**src/hdl/i2rs_pkg.sv**
```systemverilog
// Shared types, constants and the digit alphabet for the integer to radix text converter.
// No dependencies; every other file in hdl/ refers to this package by scoped names.
package i2rs_pkg;

    localparam int MAG_W   = 63;
    localparam int CHAR_W  = 7;
    localparam int RADIX_W = 7;

    localparam logic [RADIX_W-1:0] RADIX_RESET = 7'd10;
    localparam logic [RADIX_W-1:0] RADIX_MIN   = 7'd2;
    localparam logic [RADIX_W-1:0] RADIX_MAX   = 7'd85;

    localparam logic [CHAR_W-1:0] CHAR_MINUS = 7'h2d;

    // Quotient bits retired by the divider per cycle
    localparam int DIV_BITS_PER_CYCLE = 8;

    typedef struct packed {
        logic             neg;
        logic [MAG_W-1:0] mag;
    } item_t;

    typedef struct packed {
        logic               start;
        logic [MAG_W-1:0]   dividend;
        logic [RADIX_W-1:0] divisor;
    } div_req_t;

    typedef struct packed {
        logic               done;
        logic [MAG_W-1:0]   quotient;
        logic [RADIX_W-1:0] remainder;
    } div_rsp_t;

    // Map a digit (0..84) to its ASCII code:
    // 0-9, a-z, A-Z, then ! through / , then : through @ , then [
    function automatic logic [CHAR_W-1:0] sym_char(input logic [RADIX_W-1:0] d);
        logic [CHAR_W-1:0] c;
        if (d < 7'd10)
            c = 7'h30 + d;
        else if (d < 7'd36)
            c = 7'h57 + d;
        else if (d < 7'd62)
            c = 7'h1d + d;
        else if (d < 7'd77)
            c = 7'h63 + d;
        else if (d < 7'd84)
            c = 7'h6d + d;
        else
            c = 7'h5b;
        return c;
    endfunction

    function automatic logic [RADIX_W-1:0] clamp_radix(input logic [RADIX_W-1:0] r);
        logic [RADIX_W-1:0] b;
        if (r < RADIX_MIN)
            b = RADIX_MIN;
        else if (r > RADIX_MAX)
            b = RADIX_MAX;
        else
            b = r;
        return b;
    endfunction

endpackage

```
**src/hdl/i2rs_front.sv**
```systemverilog
// Front end: takes a signed input value, splits off the sign and forms the magnitude.
// Depends on i2rs_pkg.
module i2rs_front (
    input  logic                      start,
    input  logic                      q_full,
    input  logic signed [63:0]        value,
    output logic                      push,
    output i2rs_pkg::item_t           item,
    output logic                      busy
);

    logic [63:0] mag64;

    assign busy  = q_full;
    assign push  = start && !q_full;

    always_comb
    begin
        mag64 = value[63] ? (~value + 64'd1) : value;
        item.neg = value[63];
        // Most negative input overflows the magnitude: saturate
        item.mag = mag64[63] ? {i2rs_pkg::MAG_W{1'b1}} : mag64[i2rs_pkg::MAG_W-1:0];
    end

endmodule

```
**src/hdl/i2rs_fifo.sv**
```systemverilog
// Two-entry queue between the front end and the conversion back end.
// Depends on i2rs_pkg.
module i2rs_fifo (
    input  logic                  clk,
    input  logic                  rst_n,
    input  logic                  push,
    input  i2rs_pkg::item_t       push_item,
    input  logic                  pop,
    output i2rs_pkg::item_t       head,
    output logic                  empty,
    output logic                  full
);

    i2rs_pkg::item_t mem [2];
    logic       wr_ptr_reg;
    logic       rd_ptr_reg;
    logic [1:0] count_reg;

    assign empty = (count_reg == 2'd0);
    assign full  = (count_reg == 2'd2);
    assign head  = mem[rd_ptr_reg];

    always_ff @(posedge clk)
    begin
        if (push)
            mem[wr_ptr_reg] <= push_item;
    end

    always_ff @(posedge clk or negedge rst_n)
    begin
        if (!rst_n)
        begin
            wr_ptr_reg <= 1'b0;
            rd_ptr_reg <= 1'b0;
            count_reg  <= 2'd0;
        end
        else
        begin
            if (push)
                wr_ptr_reg <= ~wr_ptr_reg;
            if (pop)
                rd_ptr_reg <= ~rd_ptr_reg;
            if (push && !pop)
                count_reg <= count_reg + 2'd1;
            else if (pop && !push)
                count_reg <= count_reg - 2'd1;
        end
    end

endmodule

```
**src/hdl/i2rs_div.sv**
```systemverilog
// Iterative divider: 63-bit magnitude by a 7-bit base, several quotient bits per cycle.
// Depends on i2rs_pkg.
module i2rs_div (
    input  logic                 clk,
    input  logic                 rst_n,
    input  i2rs_pkg::div_req_t   req,
    output i2rs_pkg::div_rsp_t   rsp
);

    localparam int SH_W    = i2rs_pkg::MAG_W + 1;
    localparam int NSTEP   = SH_W / i2rs_pkg::DIV_BITS_PER_CYCLE;
    localparam int STEP_W  = $clog2(NSTEP);

    logic [SH_W-1:0]              sh_reg, sh_next;
    logic [i2rs_pkg::RADIX_W-1:0] rem_reg, rem_next;
    logic [i2rs_pkg::RADIX_W-1:0] divisor_reg;
    logic [STEP_W-1:0]            step_reg;
    logic                         run_reg;
    logic                         done_reg;

    // Restoring division, one quotient bit per inner step
    always_comb
    begin
        logic [i2rs_pkg::RADIX_W:0] r;
        sh_next  = sh_reg;
        rem_next = rem_reg;
        for (int i = 0; i < i2rs_pkg::DIV_BITS_PER_CYCLE; i++)
        begin
            r       = {rem_next, sh_next[SH_W-1]};
            sh_next = {sh_next[SH_W-2:0], 1'b0};
            if (r >= {1'b0, divisor_reg})
            begin
                r          = r - {1'b0, divisor_reg};
                sh_next[0] = 1'b1;
            end
            rem_next = r[i2rs_pkg::RADIX_W-1:0];
        end
    end

    always_ff @(posedge clk)
    begin
        if (req.start)
        begin
            sh_reg      <= {1'b0, req.dividend};
            rem_reg     <= '0;
            divisor_reg <= req.divisor;
        end
        else if (run_reg)
        begin
            sh_reg  <= sh_next;
            rem_reg <= rem_next;
        end
    end

    always_ff @(posedge clk or negedge rst_n)
    begin
        if (!rst_n)
        begin
            run_reg  <= 1'b0;
            done_reg <= 1'b0;
            step_reg <= '0;
        end
        else
        begin
            done_reg <= 1'b0;
            if (req.start)
            begin
                run_reg  <= 1'b1;
                step_reg <= '0;
            end
            else if (run_reg)
            begin
                step_reg <= step_reg + 1'b1;
                if (step_reg == STEP_W'(NSTEP - 1))
                begin
                    run_reg  <= 1'b0;
                    done_reg <= 1'b1;
                end
            end
        end
    end

    assign rsp.done      = done_reg;
    assign rsp.quotient  = sh_reg[i2rs_pkg::MAG_W-1:0];
    assign rsp.remainder = rem_reg;

endmodule

```
**src/hdl/i2rs_back.sv**
```systemverilog
// Back end: drives the divider, pushes digit characters on a stack, then pops them out
// behind an optional minus sign. Depends on i2rs_pkg and i2rs_div.
module i2rs_back #(
    parameter int DIGIT_STACK_DEPTH = 63
) (
    input  logic                               clk,
    input  logic                               rst_n,
    input  logic [i2rs_pkg::RADIX_W-1:0]       radix,
    input  i2rs_pkg::item_t                    head,
    input  logic                               q_empty,
    output logic                               pop,
    output logic                               strobe,
    output logic [i2rs_pkg::CHAR_W-1:0]        character,
    output logic                               last
);

    localparam int CNT_W  = $clog2(DIGIT_STACK_DEPTH + 1);
    localparam int ADDR_W = $clog2(DIGIT_STACK_DEPTH);

    typedef enum logic [1:0] {
        ST_IDLE,
        ST_DIV,
        ST_LEAD,
        ST_SEND
    } state_t;

    state_t                        state_reg;
    logic [CNT_W-1:0]              cnt_reg;
    logic                          neg_reg;
    logic                          strobe_reg;
    logic [i2rs_pkg::CHAR_W-1:0]   character_reg;
    logic                          last_reg;

    logic [i2rs_pkg::CHAR_W-1:0]   stack [DIGIT_STACK_DEPTH];
    logic [i2rs_pkg::CHAR_W-1:0]   rd_data_reg;

    i2rs_pkg::div_req_t            div_req;
    i2rs_pkg::div_rsp_t            div_rsp;

    logic [CNT_W-1:0]              cnt_inc;
    logic                          more_digits;
    logic                          wr_en;
    logic                          rd_en;
    logic [CNT_W-1:0]              rd_idx;

    i2rs_div u_div (
        .clk   (clk),
        .rst_n (rst_n),
        .req   (div_req),
        .rsp   (div_rsp)
    );

    assign cnt_inc     = cnt_reg + 1'b1;
    assign more_digits = (div_rsp.quotient != '0) && (cnt_inc < CNT_W'(DIGIT_STACK_DEPTH));
    assign pop         = (state_reg == ST_IDLE) && !q_empty;
    assign wr_en       = (state_reg == ST_DIV) && div_rsp.done;

    always_comb
    begin
        div_req.divisor = i2rs_pkg::clamp_radix(radix);
        if (state_reg == ST_IDLE)
        begin
            div_req.start    = !q_empty;
            div_req.dividend = head.mag;
        end
        else
        begin
            div_req.start    = wr_en && more_digits;
            div_req.dividend = div_rsp.quotient;
        end
    end

    // Look one entry ahead while sending so a character leaves every cycle
    always_comb
    begin
        if (state_reg == ST_SEND)
        begin
            rd_idx = cnt_reg - CNT_W'(2);
            rd_en  = (cnt_reg > CNT_W'(1));
        end
        else
        begin
            rd_idx = cnt_reg - CNT_W'(1);
            rd_en  = (state_reg == ST_LEAD);
        end
    end

    always_ff @(posedge clk)
    begin
        if (wr_en)
            stack[cnt_reg[ADDR_W-1:0]] <= i2rs_pkg::sym_char(div_rsp.remainder);
        if (rd_en)
            rd_data_reg <= stack[rd_idx[ADDR_W-1:0]];
    end

    always_ff @(posedge clk or negedge rst_n)
    begin
        if (!rst_n)
        begin
            state_reg     <= ST_IDLE;
            cnt_reg       <= '0;
            neg_reg       <= 1'b0;
            strobe_reg    <= 1'b0;
            character_reg <= '0;
            last_reg      <= 1'b0;
        end
        else
        begin
            strobe_reg <= 1'b0;
            case (state_reg)
                ST_IDLE:
                begin
                    if (!q_empty)
                    begin
                        neg_reg   <= head.neg;
                        cnt_reg   <= '0;
                        state_reg <= ST_DIV;
                    end
                end
                ST_DIV:
                begin
                    if (div_rsp.done)
                    begin
                        cnt_reg <= cnt_inc;
                        if (!more_digits)
                            state_reg <= ST_LEAD;
                    end
                end
                ST_LEAD:
                begin
                    // Minus sign goes out while the top digit is read
                    strobe_reg    <= neg_reg;
                    character_reg <= i2rs_pkg::CHAR_MINUS;
                    last_reg      <= 1'b0;
                    state_reg     <= ST_SEND;
                end
                ST_SEND:
                begin
                    strobe_reg    <= 1'b1;
                    character_reg <= rd_data_reg;
                    last_reg      <= (cnt_reg == CNT_W'(1));
                    cnt_reg       <= cnt_reg - 1'b1;
                    if (cnt_reg == CNT_W'(1))
                        state_reg <= ST_IDLE;
                end
                default:
                begin
                    state_reg <= ST_IDLE;
                end
            endcase
        end
    end

    assign strobe    = strobe_reg;
    assign character = character_reg;
    assign last      = last_reg;

endmodule

```
**src/hdl/integer_to_radix_string.sv**
```systemverilog
// Top level of the signed integer to radix text converter: radix register, front end,
// queue and back end. Depends on i2rs_pkg, i2rs_front, i2rs_fifo and i2rs_back.
//
//   channel   ports                        handshake
//   -------   --------------------------   -------------------------------------
//   input     value                        beat taken when start && !busy
//   result    character, last              one beat per cycle with strobe high
//   config    radix_wdata                  written when radix_we is high
//
// Each digit takes one pass of the shared divider (8 quotient bits per cycle over a
// 64-bit shift); the stack takes the digit as the pass completes. After the last
// digit, state ST_LEAD sends the optional minus sign and then one character leaves
// per cycle. Base 2 at full magnitude is the worst case. Reset clears control state
// and sets radix to 10. A two-entry queue takes new values while a conversion runs;
// busy rises only when it is full. Results cannot be stalled.
module integer_to_radix_string #(
    parameter int DIGIT_STACK_DEPTH = 63
) (
    input  logic                               clk,
    input  logic                               rst_n,
    input  logic                               start,
    output logic                               busy,
    input  logic signed [63:0]                 value,
    input  logic                               radix_we,
    input  logic [i2rs_pkg::RADIX_W-1:0]       radix_wdata,
    output logic                               strobe,
    output logic [i2rs_pkg::CHAR_W-1:0]        character,
    output logic                               last
);

    logic [i2rs_pkg::RADIX_W-1:0] radix_reg;
    logic                         push;
    logic                         pop;
    logic                         q_full;
    logic                         q_empty;
    i2rs_pkg::item_t              push_item;
    i2rs_pkg::item_t              head;

    always_ff @(posedge clk or negedge rst_n)
    begin
        if (!rst_n)
            radix_reg <= i2rs_pkg::RADIX_RESET;
        else if (radix_we)
            radix_reg <= radix_wdata;
    end

    i2rs_front u_front (
        .start  (start),
        .q_full (q_full),
        .value  (value),
        .push   (push),
        .item   (push_item),
        .busy   (busy)
    );

    i2rs_fifo u_fifo (
        .clk       (clk),
        .rst_n     (rst_n),
        .push      (push),
        .push_item (push_item),
        .pop       (pop),
        .head      (head),
        .empty     (q_empty),
        .full      (q_full)
    );

    i2rs_back #(
        .DIGIT_STACK_DEPTH (DIGIT_STACK_DEPTH)
    ) u_back (
        .clk       (clk),
        .rst_n     (rst_n),
        .radix     (radix_reg),
        .head      (head),
        .q_empty   (q_empty),
        .pop       (pop),
        .strobe    (strobe),
        .character (character),
        .last      (last)
    );

endmodule

```
**config.mk**
```make
export PLATFORM = sky130hd
export DESIGN_NAME = integer_to_radix_string
export DESIGN_NICKNAME = d
export VERILOG_FILES = /design/src/hdl/i2rs_pkg.sv /design/src/hdl/i2rs_front.sv /design/src/hdl/i2rs_fifo.sv /design/src/hdl/i2rs_div.sv /design/src/hdl/i2rs_back.sv /design/src/hdl/integer_to_radix_string.sv
export SDC_FILE = /design/constraint.sdc
export NUM_CORES = 1
export LEC_CHECK = 0
export ABC_CLOCK_PERIOD_IN_PS = 19250
export BUFFER_PORTS_ARGS = -buffer_cell sky130_fd_sc_hd__buf_2
export CAP_MARGIN = 10
export CORE_MARGIN = 4
export CORE_UTILIZATION = 35
export CTS_CLUSTER_DIAMETER = 150
export DETAILED_ROUTE_END_ITERATION = 7
export GPL_TIMING_DRIVEN = 0
export PLACE_DENSITY = 0.55
export SYNTH_ARGS = -nofsm -noshare
export SYNTH_HDL_FRONTEND = slang
export SYNTH_SLANG_ARGS = --single-unit
```
**constraint.sdc**
```tcl
create_clock -name clk -period 19.25 [get_ports clk]
set_clock_uncertainty 0.15 [all_clocks]
set_input_delay 2.8875 -clock clk [delete_from_list [all_inputs] [get_ports clk]]
set_output_delay 2.8875 -clock clk [all_outputs]
set_load 0.03 [all_outputs]
```
==> out/qor.csv, run 1 <==
stage,metric,value,unit
worst_hold_path,hp-start,u_back.rd_data_reg[6],
critical_path,r2r_cells,75,
logic_synthesis,async_reset_ff_share,4.94,%
clock_tree,path_clk_slew,60,ps
sta,fmax,55.5,MHz
drt,wl_met1,37.0,mm
sta,max_slew_margin,28.3,%
clock_tree,cts_buffers,74,
drt,drt-initial-drc-count,1637,
worst_hold_path,min_path_cells,1,
run_status,outcome,finished clean,
cells_and_area,largest_reg_flops,441,
logic_synthesis,dominantRegCellSynth,edfxtp_1,
logic_synthesis,yosysWarnings,0,
logic_synthesis,yosysUniqueCellTypes,85,
drt,postRouteAntennaNets,0,
critical_path,slowest_stage,fa_1,
sta,worst_slack,1250,ps
drt,wire_per_inst,22.0,microns
sta,drv_slew,0,
cells_and_area,fin_util,40.7,%
clock_tree,clock-sinks,688,
sta,finalCriticalPeriod,18000,ps
clock_tree,cts-hold-fix-buffers,0,
logic_synthesis,yosys.area.top_type,edfxtp_1,
floorplan,dieWidth,312,microns
logic_synthesis,syn_avg_cell_area,14.2,sq um
critical_path,r2r-start,u_back.u_div.divisor_reg[1],
critical_path,path_max_fanout,10,
global_route,antenna_found_initial,4,
critical_path,critPathMaxStageDelay,500,ps
global_route,grt_pass1_vias,20300,
floorplan,die-area,0.0975,sq mm
critical_path,endpoint_kind,flop,
critical_path,rrSetupSlack,1250,ps
sta,setup_viol,0,
drt,via_per_inst,5.39,
cells_and_area,fillerInstances,8446,
sta,fin_setup_tns,0,ps
sta,worst_pin_slew,1070,ps
critical_path,arrival,18190,ps
sta,period_share,93.5,%
clock_tree,worstSkewPairLatency,650,ps
drt,dr.pass1.iters,5,
floorplan,initial_core_util,35.3,%
clock_tree,clockBufferDepth,3,
drt,wl_met2,38.5,mm
global_route,grt_usage,16.6,%
logic_synthesis,ys_ff_latch,688,
logic_synthesis,synthesis.area,0.0324,sq mm
logic_synthesis,yosys.area.top_type_share,59.9,%
global_route,overflow,0,
worst_hold_path,hold_end,u_back.character[6],
drt,vias,20000,
job,cap_viol_max_count,0,
clock_tree,cts_tree,yes,
logic_synthesis,seq_area_frac_synth,63.0,%
drt,wl_met3,4.09,mm
place,gp_congestion,0.886,
worst_hold_path,hold_class,flop to flop,
sta,hold_viol,0,
floorplan,die_y,312,microns
critical_path,crit_top_cell,ha_1,
floorplan,core_area,0.0917,sq mm
floorplan,io_pins,85,
global_route,grt_pass1_wl,124,mm
logic_synthesis,synth.area.top_cells,"edfxtp_1 60%, mux4_2 7.8%, mux2i_1 3.3%",
critical_path,cp.required,19440,ps
critical_path,r2r_end,u_back.u_div.sh_reg[0],
drt,drc,0,
floorplan,fp-row-count,111,
critical_path,crit_type,flop to flop,
drt,top_layer,met4,
place,place_ws,-1880,ps
logic_synthesis,syn_inst,2276,
clock_tree,cts_root_buf,clkbuf_16,
logic_synthesis,synth_edf_count,646,
cells_and_area,final_nets,2631,
drt,wirelength,81.7,mm
place,hpwl,58.1,mm
critical_path,critPathLaunchType,flop,
global_route,grt_max_degree,44,
logic_synthesis,syn_nets,2439,
cells_and_area,area_growth_syn_to_layout,15.3,%
place,port-buffer-count,83,
clock_tree,htreeDepth,3,
cells_and_area,drive_gt1_share,17.0,%
## repair_timing
item,CTS,global route
endpoints found under the setup margin,8,8
gates resized for setup,10,31
buffers inserted,2,14
pin swaps,0,4
## logic make-up after synthesis
family | share of synthesized area, %
adders and majority gates | 3.59
buffers and inverters | 2.12
and+or+nand+nor | 7.84
DFF | 63.0
AOI/OAI and AO/OA | 8.83
xor gates and xnor gates | 2.81
muxes | 11.8
## cells in the final DEF, fill, tap and decap left out, drive strengths merged, types with 24 or more instances in the layout
master,count
dfrtp,32
inv,67
mux4,112
buf,149
ha,80
xor2,78
nor2b,37
mux2i,108
nor2,117
a211oi,40
xnor2,26
a21oi,68
clkbuf,176
o21ai,167
nor3,24
edfxtp,646
nand2,237
## cell usage after synthesis (7+ instances only)
cell,number
o211ai_1,11
mux4_2,112
nand2_1,236
nor3_1,22
nor2_1,117
or4_1,10
dfrtp_1,32
nand3_1,14
o31ai_1,17
or3_1,17
inv_1,62
dfxtp_1,8
xor2_1,78
o21a_1,16
xnor2_1,26
a21oi_1,67
clkbuf_1,81
nand4_1,19
edfxtp_1,646
o22ai_1,11
nand2b_1,11
a31oi_1,14
a211oi_1,33
buf_1,19
a211oi_2,7
nor2b_1,37
mux2_2,18
mux2i_1,107
ha_1,80
o21ai_0,164
nor4_1,22
buf_2,11
o41ai_1,12
fa_1,8
o31a_1,9
a21o_1,23
## final cells by class
cell class / instances / area (sq um) / share of cell area [%]
repair buffers: 117 / 863 / 2.31
clock buffers: 96 / 1950 / 5.24
inverters: 62 / 244 / 0.654
plain buffers: 112 / 453 / 1.21
well taps: 1186 / 1480 / 3.97
diodes: 1 / 2.50 / 0.00670
flip-flops and latches: 688 / 20400 / 54.7
clock inverters: 40 / 427 / 1.14
multi-input cells: 1413 / 11500 / 30.8
## per-layer routing
metal / up-vias / GRT usage [%]
met4: 0 / 5.16
met1: 10200 / 23.2
met3: 119 / 2.71
li1: 9216 / -
met2: 506 / 26.6
met5: - / 0
## metrics by stage
step	std cells	cell area (sq um)	hold WS, ps
2_1_floorplan	2276	32400	280
6_report	3715	37300	341
3_3_place_gp	3545	34300	316
3_5_place_dp	3563	34700	320
4_1_cts	3701	37100	334
5_1_grt	3715	37300	343
## worst max path at each step
stage                                 from                endpoint  slack, ps  depth (start not counted)
6_report       u_back.u_div.divisor_reg[1]  u_back.u_div.sh_reg[0]       1250                         75
5_1_grt        u_back.u_div.divisor_reg[1]  u_back.u_div.sh_reg[0]        -10                         79
4_1_cts        u_back.u_div.divisor_reg[1]  u_back.u_div.sh_reg[0]         50                         77
3_5_place_dp   u_back.u_div.divisor_reg[1]  u_back.u_div.sh_reg[0]      -1880                         77
3_3_place_gp   u_back.u_div.divisor_reg[1]  u_back.u_div.sh_reg[0]      -1750                         77
2_1_floorplan  u_back.u_div.divisor_reg[1]  u_back.u_div.sh_reg[0]       2170                         77
## worst max-delay path: cells and delay by family (launching register included)
family                   cells  cell delay, ps
multiplexers                 4            1240
adder cells (fa/ha/maj)      8            2660
buffers and inverters        5             960
flip-flops                   1             480
AND/OR/NAND/NOR             19            3660
AO/OA/AOI/OAI               39            8530
Power of run 1 is left out: the tool's default activity adds up to more than one toggle a clock period on the data nets, which glitch-free logic cannot reach.
==> run 2, diff against run 1 <==
--- a/config.mk
+++ b/config.mk
@@ -10,9 +10,11 @@
 export CAP_MARGIN = 10
 export CORE_MARGIN = 4
 export CORE_UTILIZATION = 35
+export CTS_BUF_LIST = sky130_fd_sc_hd__clkbuf_4
 export CTS_CLUSTER_DIAMETER = 150
 export DETAILED_ROUTE_END_ITERATION = 7
 export GPL_TIMING_DRIVEN = 0
+export MAX_ROUTING_LAYER = met4
 export PLACE_DENSITY = 0.55
 export SYNTH_ARGS = -nofsm -noshare
 export SYNTH_HDL_FRONTEND = slang
==> run 2 against run 1 <==
Against the previous run: worst hold slack lost 29 ps; non-clock buffer count shrank 4; largest cell class unchanged; via count grew 3.8%; worst setup slack gained 6.3 ps; first-iteration DRC count shrank 4.4%; critical path type unchanged; maximum frequency is essentially flat; highest routed layer unchanged.
==> out/qor.csv, run 2 (synthesis gave the netlist of run 1 again) <==
stage,metric,value,unit
run_status,outcome,finished clean,
sta,setup_viol,0,
critical_path,endpoint_kind,flop,
sta,finalCriticalPeriod,18000,ps
cells_and_area,drive_gt1_share,22.3,%
floorplan,dieWidth,312,microns
floorplan,initial_core_util,35.3,%
place,gp_congestion,0.897,
drt,vias,20800,
sta,max_slew_margin,28.2,%
global_route,grt_pass1_vias,21300,
drt,wirelength,82.7,mm
clock_tree,worstSkewPairLatency,1020,ps
sta,fmax,55.6,MHz
global_route,grt_usage,17.3,%
floorplan,die-area,0.0975,sq mm
floorplan,core_area,0.0917,sq mm
sta,rsz0062_at_grt,false,
clock_tree,htreeDepth,4,
floorplan,io_pins,85,
critical_path,crit_top_cell,o21ai_0,
worst_hold_path,hold_class,flop to flop,
drt,wire_per_inst,21.2,microns
global_route,overflow,0,
drt,dr.pass1.iters,6,
place,port-buffer-count,83,
sta,worst_pin_slew,1070,ps
clock_tree,clock-sinks,688,
cells_and_area,fin_cells,3898,
worst_hold_path,hp-start,u_back.rd_data_reg[3],
floorplan,fp-row-count,111,
drt,postRouteAntennaNets,0,
critical_path,critPathMaxStageDelay,490,ps
global_route,grt_max_degree,63,
cells_and_area,area_growth_syn_to_layout,15.0,%
clock_tree,cts_tree,yes,
critical_path,r2r_cells,77,
global_route,grt_pass1_wl,125,mm
critical_path,critPathLaunchType,flop,
global_route,antenna_found_initial,4,
drt,drc,0,
sta,hold_viol,0,
cells_and_area,final_area,0.0373,sq mm
clock_tree,path_clk_slew,70,ps
sta,fin_setup_tns,0,ps
clock_tree,cts_buffers,179,
critical_path,rrSetupSlack,1250,ps
clock_tree,cts-hold-fix-buffers,0,
job,cap_viol_max_count,0,
cells_and_area,largest_reg_flops,441,
critical_path,path_max_fanout,10,
drt,via_per_inst,5.33,
worst_hold_path,hold_end,u_back.character[3],
place,placed_area,0.0346,sq mm
critical_path,slowest_stage,fa_1,
place,hpwl,58.3,mm
sta,drv_slew,0,
cells_and_area,final_cell_mix,"646 x edfxtp_1, 252 x clkbuf_4, 235 x nand2_1",
critical_path,arrival,18560,ps
clock_tree,clockBufferDepth,3,
floorplan,die_y,312,microns
critical_path,r2r-start,u_back.u_div.divisor_reg[1],
critical_path,crit_type,flop to flop,
worst_hold_path,min_path_cells,2,
cells_and_area,final_nets,2732,
cells_and_area,final_common_cell,edfxtp_1,
place,dp.cells,3561,
drt,drt-initial-drc-count,1565,
critical_path,r2r_end,u_back.u_div.sh_reg[0],
clock_tree,cts_root_buf,clkbuf_4,
sta,period_share,93.5,%
critical_path,cp.required,19820,ps
run 2: routing by layer:
layer,vias to the layer above,routed length [microns],global-route usage (%)
met2,678,39100,26.8
met5,-,0,-
met1,10400,36900,22.9
li1,9526,-,-
met4,0,2040,5.44
met3,138,4750,3.64
run 2: critical path: cells and delay by family, from the launching register on:
kind | cells | cell delay (ps)
buffers and inverters | 7 | 1370
multiplexers | 3 | 950
AO/OA/AOI/OAI | 40 | 8720
adder cells (fa/ha/maj) | 8 | 2610
flip-flops | 1 | 480
AND/OR/NAND/NOR | 19 | 3400
run 2: worst max-delay path by stage:
stage,slack (ps),end,cells past startpoint,from
floorplan,2170,u_back.u_div.sh_reg[0],77,u_back.u_div.divisor_reg[1]
global placement,-1760,u_back.u_div.sh_reg[0],77,u_back.u_div.divisor_reg[1]
detailed placement,-1950,u_back.u_div.sh_reg[0],77,u_back.u_div.divisor_reg[1]
CTS,90,u_back.u_div.sh_reg[0],77,u_back.u_div.divisor_reg[1]
global route,60,u_back.u_div.sh_reg[0],78,u_back.u_div.divisor_reg[1]
finish,1250,u_back.u_div.sh_reg[0],77,u_back.u_div.divisor_reg[1]
run 2: stage by stage:
stage / utilization [%] / setup slack (ps) / hold slack (ps)
after global routing: 40.6 / 55.5 / 328
after floorplan: - / 2170 / 280
final: 40.6 / 1250 / 312
after CTS: 40.4 / 87.1 / 282
after detailed placement: 37.8 / -1950 / 308
after global placement: 37.4 / -1760 / 312
run 2: final cells by class:
cell class | instances | area [sq um]
fillers | 8570 | 54400
flip-flops and latches | 688 | 20400
multi-input cells | 1413 | 11500
clock buffers | 252 | 1890
well taps | 1186 | 1480
repair buffers | 113 | 805
clock inverters | 65 | 482
plain buffers | 112 | 450
inverters | 62 | 244
diodes | 7 | 17.5
run 2: timing repair:
item	CTS	global route
cloned	0	0
setup endpoints to repair	8	8
gates resized for setup	10	25
buffers inserted	2	12
pin swaps	0	3
Power of run 2 is left out for the same reason.
